===== config.mk =====
export PLATFORM = sky130hd
export DESIGN_NAME = i2c_master_bit_sequencer_core
export DESIGN_NICKNAME = d
export VERILOG_FILES = /design/src/rtl/core/i2cm_pkg.sv /design/src/rtl/core/i2cm_front.sv /design/src/rtl/core/i2cm_queue.sv /design/src/rtl/core/i2cm_seq.sv /design/src/rtl/core/i2c_master_bit_sequencer_core.sv
export SDC_FILE = /design/constraint.sdc
export NUM_CORES = 1
export LEC_CHECK = 0
export BUFFER_PORTS_ARGS = -buffer_cell sky130_fd_sc_hd__buf_2
export CORE_UTILIZATION = 45
export CTS_BUF_LIST = sky130_fd_sc_hd__clkbuf_2
export DETAILED_ROUTE_END_ITERATION = 10
export PLACE_DENSITY_LB_ADDON = 0.1
export SLEW_MARGIN = 20
export SYNTH_ARGS = -nofsm -noshare
export SYNTH_HDL_FRONTEND = slang
export SYNTH_SLANG_ARGS = --single-unit

===== constraint.sdc =====
create_clock -name clk_i -period 4.23 [get_ports clk_i]
set_input_delay 0.423 -clock clk_i [delete_from_list [all_inputs] [get_ports clk_i]]
set_output_delay 0.423 -clock clk_i [all_outputs]
set_load 0.02 [all_outputs]

===== src/rtl/core/i2cm_pkg.sv =====
// ----------------------------------------------------------------------------
// I2C master bit sequencer package
// Shared types and constants for the command decoder, the command queue and
// the pin sequencer.
// ----------------------------------------------------------------------------
package i2cm_pkg;

  localparam int DelayW     = 16;
  localparam int ByteW      = 8;
  localparam int AddrW      = 7;
  localparam int OpW        = 2;
  localparam int StatusW    = 2;
  localparam int BitIdxW    = 4;
  // Number of entries in the queue between decoder and sequencer (power of two).
  localparam int QueueDepth = 2;

  localparam logic [BitIdxW-1:0] BitsPerByte = BitIdxW'(8);
  localparam logic [DelayW-1:0]  DelayReset  = DelayW'(5);

  // Operation codes as they arrive on the input port.
  localparam logic [OpW-1:0] OP_TICK  = 2'd0;
  localparam logic [OpW-1:0] OP_ADDR  = 2'd1;
  localparam logic [OpW-1:0] OP_WRITE = 2'd2;
  localparam logic [OpW-1:0] OP_READ  = 2'd3;

  // Completion status codes.
  localparam logic [StatusW-1:0] STATUS_OK     = 2'd0;
  localparam logic [StatusW-1:0] STATUS_NACK   = 2'd1;
  localparam logic [StatusW-1:0] STATUS_REJECT = 2'd2;

  // Decoded request kind.
  typedef enum logic [1:0] {
    CMD_TICK  = 2'd0,
    CMD_ADDR  = 2'd1,
    CMD_WRITE = 2'd2,
    CMD_READ  = 2'd3
  } cmd_e;

  // Pin sequencer phases.
  typedef enum logic [3:0] {
    PH_IDLE      = 4'd0,
    PH_START_A   = 4'd1,
    PH_START_B   = 4'd2,
    PH_WBIT_LOW  = 4'd3,
    PH_WBIT_HIGH = 4'd4,
    PH_WACK_LOW  = 4'd5,
    PH_WACK_HIGH = 4'd6,
    PH_RBIT_HIGH = 4'd7,
    PH_RBIT_LOW  = 4'd8,
    PH_RACK_LOW  = 4'd9,
    PH_RACK_HIGH = 4'd10,
    PH_STOP_A    = 4'd11,
    PH_STOP_B    = 4'd12,
    PH_STOP_C    = 4'd13
  } phase_e;

  // One decoded request as it travels through the queue.
  typedef struct packed {
    cmd_e             kind;
    logic             sda_in;
    logic [ByteW-1:0] byte_val;
    logic             rnw;
    logic             stop;
  } cmd_t;

endpackage


===== src/rtl/core/i2cm_front.sv =====
// ----------------------------------------------------------------------------
// I2C master command decoder
// Accepts input requests, classifies the operation and prepares the byte to
// shift out, then pushes the decoded request into the command queue.
// ----------------------------------------------------------------------------
module i2cm_front import i2cm_pkg::*; (
  input  logic             in_valid_i,
  output logic             in_stall_o,
  input  logic [OpW-1:0]   operation_i,
  input  logic             sda_in_i,
  input  logic [AddrW-1:0] address_i,
  input  logic             read_not_write_i,
  input  logic [ByteW-1:0] write_data_i,
  input  logic             stop_after_i,
  input  logic             queue_ready_i,
  output logic             push_o,
  output cmd_t             cmd_o
);

  // Handshake: the queue decides whether a request can enter.
  assign in_stall_o = !queue_ready_i;
  assign push_o     = in_valid_i && queue_ready_i;

  // Classify the operation and build the outgoing byte.
  always_comb begin
    cmd_o.sda_in   = sda_in_i;
    cmd_o.rnw      = read_not_write_i;
    cmd_o.stop     = stop_after_i;
    cmd_o.byte_val = write_data_i;
    case (operation_i)
      OP_TICK: begin
        cmd_o.kind = CMD_TICK;
      end
      OP_ADDR: begin
        cmd_o.kind     = CMD_ADDR;
        cmd_o.byte_val = {address_i, read_not_write_i};
      end
      OP_WRITE: begin
        cmd_o.kind = CMD_WRITE;
      end
      OP_READ: begin
        cmd_o.kind = CMD_READ;
      end
      default: begin
        cmd_o.kind = CMD_TICK;
      end
    endcase
  end

endmodule


===== src/rtl/core/i2cm_queue.sv =====
// ----------------------------------------------------------------------------
// I2C master command queue
// Short FIFO between the decoder and the pin sequencer so that each side can
// stall on its own.
// ----------------------------------------------------------------------------
module i2cm_queue import i2cm_pkg::*; (
  input  logic clk_i,
  input  logic rst_ni,
  input  logic push_i,
  input  cmd_t push_data_i,
  output logic ready_o,
  output logic valid_o,
  input  logic pop_i,
  output cmd_t pop_data_o
);

  localparam int PtrW = (QueueDepth > 1) ? $clog2(QueueDepth) : 1;
  localparam int CntW = $clog2(QueueDepth + 1);
  localparam logic [CntW-1:0] Full = CntW'(QueueDepth);

  cmd_t            mem_q [QueueDepth];
  logic [PtrW-1:0] wr_ptr_q, wr_ptr_d;
  logic [PtrW-1:0] rd_ptr_q, rd_ptr_d;
  logic [CntW-1:0] count_q, count_d;

  assign ready_o    = (count_q != Full);
  assign valid_o    = (count_q != '0);
  assign pop_data_o = mem_q[rd_ptr_q];

  // Pointer and fill count update.
  always_comb begin
    wr_ptr_d = wr_ptr_q;
    rd_ptr_d = rd_ptr_q;
    count_d  = count_q;
    if (push_i) begin
      wr_ptr_d = wr_ptr_q + 1'b1;
    end
    if (pop_i) begin
      rd_ptr_d = rd_ptr_q + 1'b1;
    end
    if (push_i && !pop_i) begin
      count_d = count_q + 1'b1;
    end else if (pop_i && !push_i) begin
      count_d = count_q - 1'b1;
    end
  end

  always_ff @(posedge clk_i or negedge rst_ni) begin
    if (!rst_ni) begin
      wr_ptr_q <= '0;
      rd_ptr_q <= '0;
      count_q  <= '0;
    end else begin
      wr_ptr_q <= wr_ptr_d;
      rd_ptr_q <= rd_ptr_d;
      count_q  <= count_d;
    end
  end

  // Entry storage.
  always_ff @(posedge clk_i) begin
    if (push_i) begin
      mem_q[wr_ptr_q] <= push_data_i;
    end
  end

endmodule


===== src/rtl/core/i2cm_seq.sv =====
// ----------------------------------------------------------------------------
// I2C master pin sequencer
// Takes one decoded request per cycle while the output register is not stalled,
// advances the SCL/SDA sequence and registers the result for the output channel.
// ----------------------------------------------------------------------------
module i2cm_seq import i2cm_pkg::*; (
  input  logic               clk_i,
  input  logic               rst_ni,
  input  logic [DelayW-1:0]  delay_ticks_i,
  input  logic               cmd_valid_i,
  input  cmd_t               cmd_i,
  output logic               cmd_pop_o,
  output logic               out_valid_o,
  input  logic               out_stall_i,
  output logic               scl_out_o,
  output logic               sda_out_o,
  output logic               busy_res_o,
  output logic               done_res_o,
  output logic [StatusW-1:0] status_o,
  output logic [ByteW-1:0]   read_data_o,
  output logic               bus_open_o
);

  phase_e             phase_q, phase_d;
  logic [DelayW-1:0]  wait_q, wait_d;
  logic [BitIdxW-1:0] bit_q, bit_d;
  logic [ByteW-1:0]   shift_q, shift_d;
  logic               scl_q, scl_d;
  logic               sda_q, sda_d;
  logic               open_q, open_d;
  logic               reading_q, reading_d;
  logic               stop_q, stop_d;
  logic               nack_q, nack_d;
  logic [ByteW-1:0]   last_read_q, last_read_d;

  logic               out_valid_q;
  logic               take;
  logic               finish;
  logic               reject;
  logic               done;
  logic [StatusW-1:0] status;
  logic [DelayW-1:0]  delay_eff;
  logic [ByteW-1:0]   shift_left;

  // A request is taken when the output register is free or being drained.
  assign take       = cmd_valid_i && (!out_valid_q || !out_stall_i);
  assign cmd_pop_o  = take;
  assign delay_eff  = (delay_ticks_i == '0) ? DelayW'(1) : delay_ticks_i;
  assign shift_left = {shift_q[ByteW-2:0], 1'b0};

  // Next-state logic of the sequencer.
  always_comb begin
    phase_d     = phase_q;
    wait_d      = wait_q;
    bit_d       = bit_q;
    shift_d     = shift_q;
    scl_d       = scl_q;
    sda_d       = sda_q;
    open_d      = open_q;
    reading_d   = reading_q;
    stop_d      = stop_q;
    nack_d      = nack_q;
    last_read_d = last_read_q;
    finish      = 1'b0;
    case (cmd_i.kind)
      CMD_TICK: begin
        if (phase_q != PH_IDLE) begin
          if (wait_q > DelayW'(1)) begin
            wait_d = wait_q - 1'b1;
          end else begin
            wait_d = delay_eff;
            case (phase_q)
              PH_START_A: begin
                sda_d   = 1'b0;
                phase_d = PH_START_B;
              end
              PH_START_B: begin
                scl_d   = 1'b0;
                sda_d   = shift_q[ByteW-1];
                bit_d   = '0;
                phase_d = PH_WBIT_LOW;
              end
              PH_WBIT_LOW: begin
                scl_d   = 1'b1;
                phase_d = PH_WBIT_HIGH;
              end
              PH_WBIT_HIGH: begin
                scl_d   = 1'b0;
                shift_d = shift_left;
                bit_d   = bit_q + 1'b1;
                if (bit_d < BitsPerByte) begin
                  sda_d   = shift_left[ByteW-1];
                  phase_d = PH_WBIT_LOW;
                end else begin
                  sda_d   = 1'b1;
                  phase_d = PH_WACK_LOW;
                end
              end
              PH_WACK_LOW: begin
                scl_d   = 1'b1;
                phase_d = PH_WACK_HIGH;
              end
              PH_WACK_HIGH: begin
                nack_d = cmd_i.sda_in;
                scl_d  = 1'b0;
                if (cmd_i.sda_in || stop_q) begin
                  sda_d   = 1'b0;
                  phase_d = PH_STOP_A;
                end else begin
                  phase_d = PH_IDLE;
                  wait_d  = '0;
                  finish  = 1'b1;
                end
              end
              PH_RBIT_HIGH: begin
                shift_d = {shift_q[ByteW-2:0], cmd_i.sda_in};
                scl_d   = 1'b0;
                bit_d   = bit_q + 1'b1;
                phase_d = PH_RBIT_LOW;
              end
              PH_RBIT_LOW: begin
                if (bit_q < BitsPerByte) begin
                  scl_d   = 1'b1;
                  phase_d = PH_RBIT_HIGH;
                end else begin
                  // ACK unless this is the last byte of the transfer.
                  sda_d   = stop_q;
                  phase_d = PH_RACK_LOW;
                end
              end
              PH_RACK_LOW: begin
                scl_d   = 1'b1;
                phase_d = PH_RACK_HIGH;
              end
              PH_RACK_HIGH: begin
                scl_d       = 1'b0;
                last_read_d = shift_q;
                if (stop_q) begin
                  sda_d   = 1'b0;
                  phase_d = PH_STOP_A;
                end else begin
                  sda_d   = 1'b1;
                  phase_d = PH_IDLE;
                  wait_d  = '0;
                  finish  = 1'b1;
                end
              end
              PH_STOP_A: begin
                scl_d   = 1'b1;
                phase_d = PH_STOP_B;
              end
              PH_STOP_B: begin
                sda_d   = 1'b1;
                phase_d = PH_STOP_C;
              end
              default: begin
                // Stop condition complete: the bus is released.
                open_d  = 1'b0;
                phase_d = PH_IDLE;
                wait_d  = '0;
                finish  = 1'b1;
              end
            endcase
          end
        end
      end
      CMD_ADDR: begin
        if (phase_q == PH_IDLE) begin
          shift_d   = cmd_i.byte_val;
          reading_d = cmd_i.rnw;
          stop_d    = cmd_i.stop;
          nack_d    = 1'b0;
          open_d    = 1'b1;
          sda_d     = 1'b1;
          scl_d     = 1'b1;
          phase_d   = PH_START_A;
          wait_d    = delay_eff;
        end
      end
      CMD_WRITE: begin
        if (phase_q == PH_IDLE && open_q && !reading_q) begin
          shift_d = cmd_i.byte_val;
          stop_d  = cmd_i.stop;
          nack_d  = 1'b0;
          bit_d   = '0;
          scl_d   = 1'b0;
          sda_d   = cmd_i.byte_val[ByteW-1];
          phase_d = PH_WBIT_LOW;
          wait_d  = delay_eff;
        end
      end
      CMD_READ: begin
        if (phase_q == PH_IDLE && open_q && reading_q) begin
          shift_d = '0;
          stop_d  = cmd_i.stop;
          nack_d  = 1'b0;
          bit_d   = '0;
          sda_d   = 1'b1;
          scl_d   = 1'b1;
          phase_d = PH_RBIT_HIGH;
          wait_d  = delay_eff;
        end
      end
      default: begin
        phase_d = phase_q;
      end
    endcase
  end

  // Completion flags and status of the current request.
  always_comb begin
    case (cmd_i.kind)
      CMD_TICK: begin
        reject = 1'b0;
      end
      CMD_ADDR: begin
        reject = (phase_q != PH_IDLE);
      end
      CMD_WRITE: begin
        reject = (phase_q != PH_IDLE) || !open_q || reading_q;
      end
      CMD_READ: begin
        reject = (phase_q != PH_IDLE) || !open_q || !reading_q;
      end
      default: begin
        reject = 1'b0;
      end
    endcase
    done = reject || finish;
    if (reject) begin
      status = STATUS_REJECT;
    end else if (finish && nack_d) begin
      status = STATUS_NACK;
    end else begin
      status = STATUS_OK;
    end
  end

  // Sequencer state registers.
  always_ff @(posedge clk_i or negedge rst_ni) begin
    if (!rst_ni) begin
      phase_q     <= PH_IDLE;
      wait_q      <= '0;
      bit_q       <= '0;
      shift_q     <= '0;
      scl_q       <= 1'b1;
      sda_q       <= 1'b1;
      open_q      <= 1'b0;
      reading_q   <= 1'b0;
      stop_q      <= 1'b0;
      nack_q      <= 1'b0;
      last_read_q <= '0;
    end else if (take) begin
      phase_q     <= phase_d;
      wait_q      <= wait_d;
      bit_q       <= bit_d;
      shift_q     <= shift_d;
      scl_q       <= scl_d;
      sda_q       <= sda_d;
      open_q      <= open_d;
      reading_q   <= reading_d;
      stop_q      <= stop_d;
      nack_q      <= nack_d;
      last_read_q <= last_read_d;
    end
  end

  // Output register valid flag.
  always_ff @(posedge clk_i or negedge rst_ni) begin
    if (!rst_ni) begin
      out_valid_q <= 1'b0;
    end else if (take) begin
      out_valid_q <= 1'b1;
    end else if (!out_stall_i) begin
      out_valid_q <= 1'b0;
    end
  end

  // Output register payload.
  always_ff @(posedge clk_i) begin
    if (take) begin
      scl_out_o   <= scl_d;
      sda_out_o   <= sda_d;
      busy_res_o  <= (phase_d != PH_IDLE);
      done_res_o  <= done;
      status_o    <= status;
      read_data_o <= last_read_d;
      bus_open_o  <= open_d;
    end
  end

  assign out_valid_o = out_valid_q;

endmodule


===== src/rtl/core/i2c_master_bit_sequencer_core.sv =====
// Path: a request accepted at the input is written into the command queue,
// then taken by the pin sequencer into its output register when not stalled.
// Throughput: one request per cycle while the result channel does not stall,
// set by the pin sequencer taking one queued request per cycle into its output register.
// Reset: asynchronous, active low; the bus is released and delay_ticks is 5.
// ----------------------------------------------------------------------------
// I2C master bit sequencer core
// Top level: command decoder, command queue, pin sequencer and the
// delay_ticks configuration register.
// ----------------------------------------------------------------------------
module i2c_master_bit_sequencer_core import i2cm_pkg::*; (
  input  logic               clk_i,
  input  logic               rst_ni,
  // Configuration write channel.
  input  logic               cfg_valid_i,
  output logic               cfg_ready_o,
  input  logic [DelayW-1:0]  cfg_delay_ticks_i,
  // Input request channel.
  input  logic               in_valid_i,
  output logic               in_stall_o,
  input  logic [OpW-1:0]     operation_i,
  input  logic               sda_in_i,
  input  logic [AddrW-1:0]   address_i,
  input  logic               read_not_write_i,
  input  logic [ByteW-1:0]   write_data_i,
  input  logic               stop_after_i,
  // Result channel.
  output logic               out_valid_o,
  input  logic               out_stall_i,
  output logic               scl_out_o,
  output logic               sda_out_o,
  output logic               busy_res_o,
  output logic               done_res_o,
  output logic [StatusW-1:0] status_o,
  output logic [ByteW-1:0]   read_data_o,
  output logic               bus_open_o
);

  logic              push;
  logic              queue_ready;
  logic              queue_valid;
  logic              pop;
  cmd_t              push_cmd;
  cmd_t              pop_cmd;
  logic [DelayW-1:0] delay_q;

  // Configuration register, always ready.
  assign cfg_ready_o = 1'b1;

  always_ff @(posedge clk_i or negedge rst_ni) begin
    if (!rst_ni) begin
      delay_q <= DelayReset;
    end else if (cfg_valid_i && cfg_ready_o) begin
      delay_q <= cfg_delay_ticks_i;
    end
  end

  // Decoder.
  i2cm_front u_front (
    .in_valid_i       (in_valid_i),
    .in_stall_o       (in_stall_o),
    .operation_i      (operation_i),
    .sda_in_i         (sda_in_i),
    .address_i        (address_i),
    .read_not_write_i (read_not_write_i),
    .write_data_i     (write_data_i),
    .stop_after_i     (stop_after_i),
    .queue_ready_i    (queue_ready),
    .push_o           (push),
    .cmd_o            (push_cmd)
  );

  // Command queue.
  i2cm_queue u_queue (
    .clk_i       (clk_i),
    .rst_ni      (rst_ni),
    .push_i      (push),
    .push_data_i (push_cmd),
    .ready_o     (queue_ready),
    .valid_o     (queue_valid),
    .pop_i       (pop),
    .pop_data_o  (pop_cmd)
  );

  // Pin sequencer.
  i2cm_seq u_seq (
    .clk_i         (clk_i),
    .rst_ni        (rst_ni),
    .delay_ticks_i (delay_q),
    .cmd_valid_i   (queue_valid),
    .cmd_i         (pop_cmd),
    .cmd_pop_o     (pop),
    .out_valid_o   (out_valid_o),
    .out_stall_i   (out_stall_i),
    .scl_out_o     (scl_out_o),
    .sda_out_o     (sda_out_o),
    .busy_res_o    (busy_res_o),
    .done_res_o    (done_res_o),
    .status_o      (status_o),
    .read_data_o   (read_data_o),
    .bus_open_o    (bus_open_o)
  );

endmodule

==> summary.md <==
| Metric | Value |
|---|---|
| IO Pins | `between 50 and 60` |
| Crit path max fanout | `18` |
| Status | `finished, final reports clean` |
| Switching part of the total | `42.6%` |
| Top area cells in the synthesized netlist | `dfrtp_1, edfxtp_1, mux2_2, o21ai_0, mux2i_1` |
| Num rows | `41` |
| Clock group share of total power | `13.8%` |
| GPL Wtd Cong | `0.957` |
| Synth unique cells | `73` |
| Most common cell in the netlist | `dfrtp_1` |
| EDFF count, synth | `~40` |
| Async SR Flop Fraction | `62.0%` |
| Crit-path most repeated cell | `mux2i_1` |
| WL/cell | `16.9 µm` |
| Worst setup margin | `1160 ps` |
| CP peak stage delay | `720 ps` |
| Post-layout util | `between 50% and 60%` |
| Vias in the first global route | `about 4k` |
| DR vias | `between 4k and 5k` |
| WS Path Type | `reg -> reg` |
| Syn Nets | `approximately 600` |
| CP arrival | `3700 ps` |
| Delay-heaviest family, CP | `compound AO/OA/AOI/OAI gates` |
| Starting density of the core | `46.2%` |
| Htree depth | `3` |
| Syn Area/Cell | `10.9 µm²` |
| Synth warn | `0` |
| Dpl ws | `approximately 1200 ps` |
| Post-synth top area share | `26.9%` |
| CP max-delay cell | `o41ai_4` |
| Internal power | `2.37 mW` |
| DP HPWL | `9280 µm` |
| Root Driver | `clkbuf_2` |
| Max-Cap Viols | `0` |
| Post-CTS Setup Bufs | `0` |
| Net Sw Power | `around 1.8 mW` |
| Worst VDD drop | `0.310 mV` |
| Final Hold Vio Count | `0` |
| Count of state elements after synthesis | `108` |
| Setup total negative slack | `0 ps` |
| DRC violations left | `0` |
| Comb power frac | `44.6%` |
| Port Buffers | `57` |
| Worst-path clk slew | `290 ps` |
| Fin nets | `646` |
| CTS Buf Count | `9` |
| Hold crit path type | `in -> reg` |
| Hold slack | `64.5 ps` |
| Total core area | `around 0.013 mm²` |
| Initial drt markers | `between 300 and 400` |
| CTS tree | `done` |
| Grt total ovfl | `0` |
| CP Launch Type | `flop` |
| Mapped Area | `about 0.0059 mm²` |
| First-pass GRT wire length | `around 21000 µm` |
| Final Cycle Share | `between 70% and 80%` |
| DP Area | `0.00623 mm²` |
| Sequential cell area fraction in the yosys report | `~50%` |
| Static Leak | `2.71 nW` |
| # resized after CTS | `0` |
| Placed cell count | `733` |
| # hold bufs at CTS | `24` |
| Layout cells sized above 1 | `25.5%` |
| Cells after Synth | `535` |
| Total GRT Usage | `a little over a fifth` |
| CTS sink cnt | `between 100 and 150` |
| PD cells | `623 mW/mm²` |
| Worst EP required | `4860 ps` |
| Yosys top cell by area | `dfrtp_1` |
| Worst Skew | `38.3 ps` |
| Max-slew violations | `0` |
| Final wirelength | `13100 µm` |
| Minimum clock period | `approximately 3000 ps` |
| First-pass DRT Iterations | `5` |
| Rel. slew slack | `32.9%` |
| Final Instance Area | `0.00664 mm²` |
| Crit end category | `flop` |
| Fmax | `326 MHz` |
| Worst slew pin tran | `998 ps` |
| # fillers | `1144` |
| Die Height | `approximately 120 µm` |
| Via-per-instance ratio | `5.68` |
| Critical path, cell by cell | `mux2i_1 > inv_1 > ha_1 > mux2i_1 > a21oi_1 > o41ai_4 > nand2_1 > nor4_1 > or3_1` |
| Layout area overhead | `13.3%` |
| Die extent in x | `116 µm` |
| Reg power frac | `41.6%` |
| Most common flop cell mapped by yosys | `dfrtp_1` |
| Die area | `about 0.013 mm²` |
| Final setup vio count | `0` |
| Synth top cells by count | `dfrtp_1, mux2_2, edfxtp_1, o21ai_0, nand2_1` |
| Initial antenna violation count | `1` |
| Clock Latency Late Sink | `around 650 ps` |
| Final std cells w/o fill | `774` |
| Final ANT Viol Nets | `0` |
| Worst Path Buf+Inv | `1` |
| Unrepaired setup endpoints after global routing | `false` |
| Total power | `4.13 mW` |
| Max Root-Sink Buffers | `2` |
| Largest net degree at the start of global routing | `45` |
## worst register-to-register path: cells and delay by family (launching register included)
family | cells | cell delay [ps]
buffers and inverters | 1 | 110
AO/OA/AOI/OAI | 2 | 920
adder cells (fa/ha/maj) | 1 | 300
AND/OR/NAND/NOR | 3 | 660
flip-flops | 1 | 460
multiplexers | 2 | 600
## power by group through the flow
stage | logic [mW] | clock network, mW | registers [mW]
final | 1.84 | 0.571 | 1.72
after global routing | 2.05 | 0.619 | 1.77
after CTS | 1.84 | 0.590 | 1.72
after detailed placement | 1.82 | 0 | 1.74
after global placement | 1.81 | 0 | 1.73
after floorplan | 1.41 | 0 | 1.68
## metal layers
metal	part of all wire, %	routed length [µm]	GRT usage (%)
met2	46	5990	32.7
met5	0	0	0
met1	45	5940	27.9
met4	3.0	388	8.97
met3	5.7	740	4.62
## placed cells by master (no fill, tap or decap), drive strengths merged, types with 4 or more instances in the layout
| master | Yosys | layout |
|---|---|---|
| nand4 | 8 | 8 |
| a21oi | 20 | 20 |
| a32oi | 6 | 6 |
| nor2 | 29 | 29 |
| a211o | 6 | 6 |
| ha | 9 | 9 |
| buf | 15 | 63 |
| inv | 13 | 15 |
| or3 | 7 | 7 |
| o21ai | 42 | 42 |
| edfxtp | 41 | 41 |
| dfrtp | 63 | 63 |
| mux2i | 17 | 17 |
| nor3 | 21 | 21 |
| dlygate4sd3 | 0 | 24 |
| a31oi | 7 | 7 |
| o31ai | 4 | 4 |
| o22ai | 4 | 4 |
| nor2b | 8 | 8 |
| nand2b | 7 | 7 |
| xnor2 | 4 | 4 |
| dfstp | 4 | 4 |
| clkbuf | 22 | 9 |
| a21boi | 8 | 8 |
| a21o | 4 | 4 |
| and3 | 4 | 4 |
| nand3 | 11 | 11 |
| and2 | 5 | 5 |
| nor4 | 10 | 10 |
| mux2 | 52 | 52 |
| nand2 | 34 | 34 |
## final cells by class
cell class,count,area (µm²),area share [%]
inverters,13,48.8,0.735
multi-input cells,377,2730,41.1
diodes,1,2.50,0.0377
clock buffers,9,45.0,0.679
flip-flops and latches,108,2910,43.9
well taps,172,215,3.24
repair buffers,87,573,8.64
clock inverters,7,109,1.64
## worst paths after layout
path / start / to / slack (ps) / cells past startpoint
setup / recovery: u_queue.rd_ptr_q / u_seq.wait_q[7] / 1160 / 9
hold / removal: address_i[0] / u_queue.mem_q[1][3] / 60 / 2
setup reg to reg: u_queue.rd_ptr_q / u_seq.wait_q[7] / 1160 / 9
hold reg to reg: u_seq.wait_q[11] / u_seq.wait_q[11] / 540 / 1
max in group asynchronous: rst_ni / u_seq.phase_q[3] / 3200 / 3
min in group asynchronous: rst_ni / u_queue.wr_ptr_q / 240 / 2
## cells by family after synthesis
family	count (synthesis)	synth area share, %
simple gates	159	15.0
compound gates	132	15.6
flops	108	49.7
mux	69	12.9
buf+inv	50	3.74
fa+ha+maj	9	1.92
xor+xnor	7	1.05
other cells	1	0.0640
## flip-flops by register name, indices dropped and copies added (netlist names)
signal and flops:
delay_q 16, u_queue.count_q 2, u_queue.mem_q 26, u_queue.rd_ptr_q 1, u_queue.wr_ptr_q 1, u_seq.bit_q 4
u_seq.bus_open_o 1, u_seq.busy_res_o 1, u_seq.done_res_o 1, u_seq.last_read_q 8, u_seq.nack_q 1, u_seq.open_q 1
u_seq.out_valid_o 1, u_seq.phase_q 4, u_seq.read_data_o 8, u_seq.reading_q 1, u_seq.scl_out_o 1, u_seq.scl_q 1
u_seq.sda_out_o 1, u_seq.sda_q 1, u_seq.shift_q 8, u_seq.status_o 2, u_seq.stop_q 1, u_seq.wait_q 16
Power figures use the tool's default switching activity.
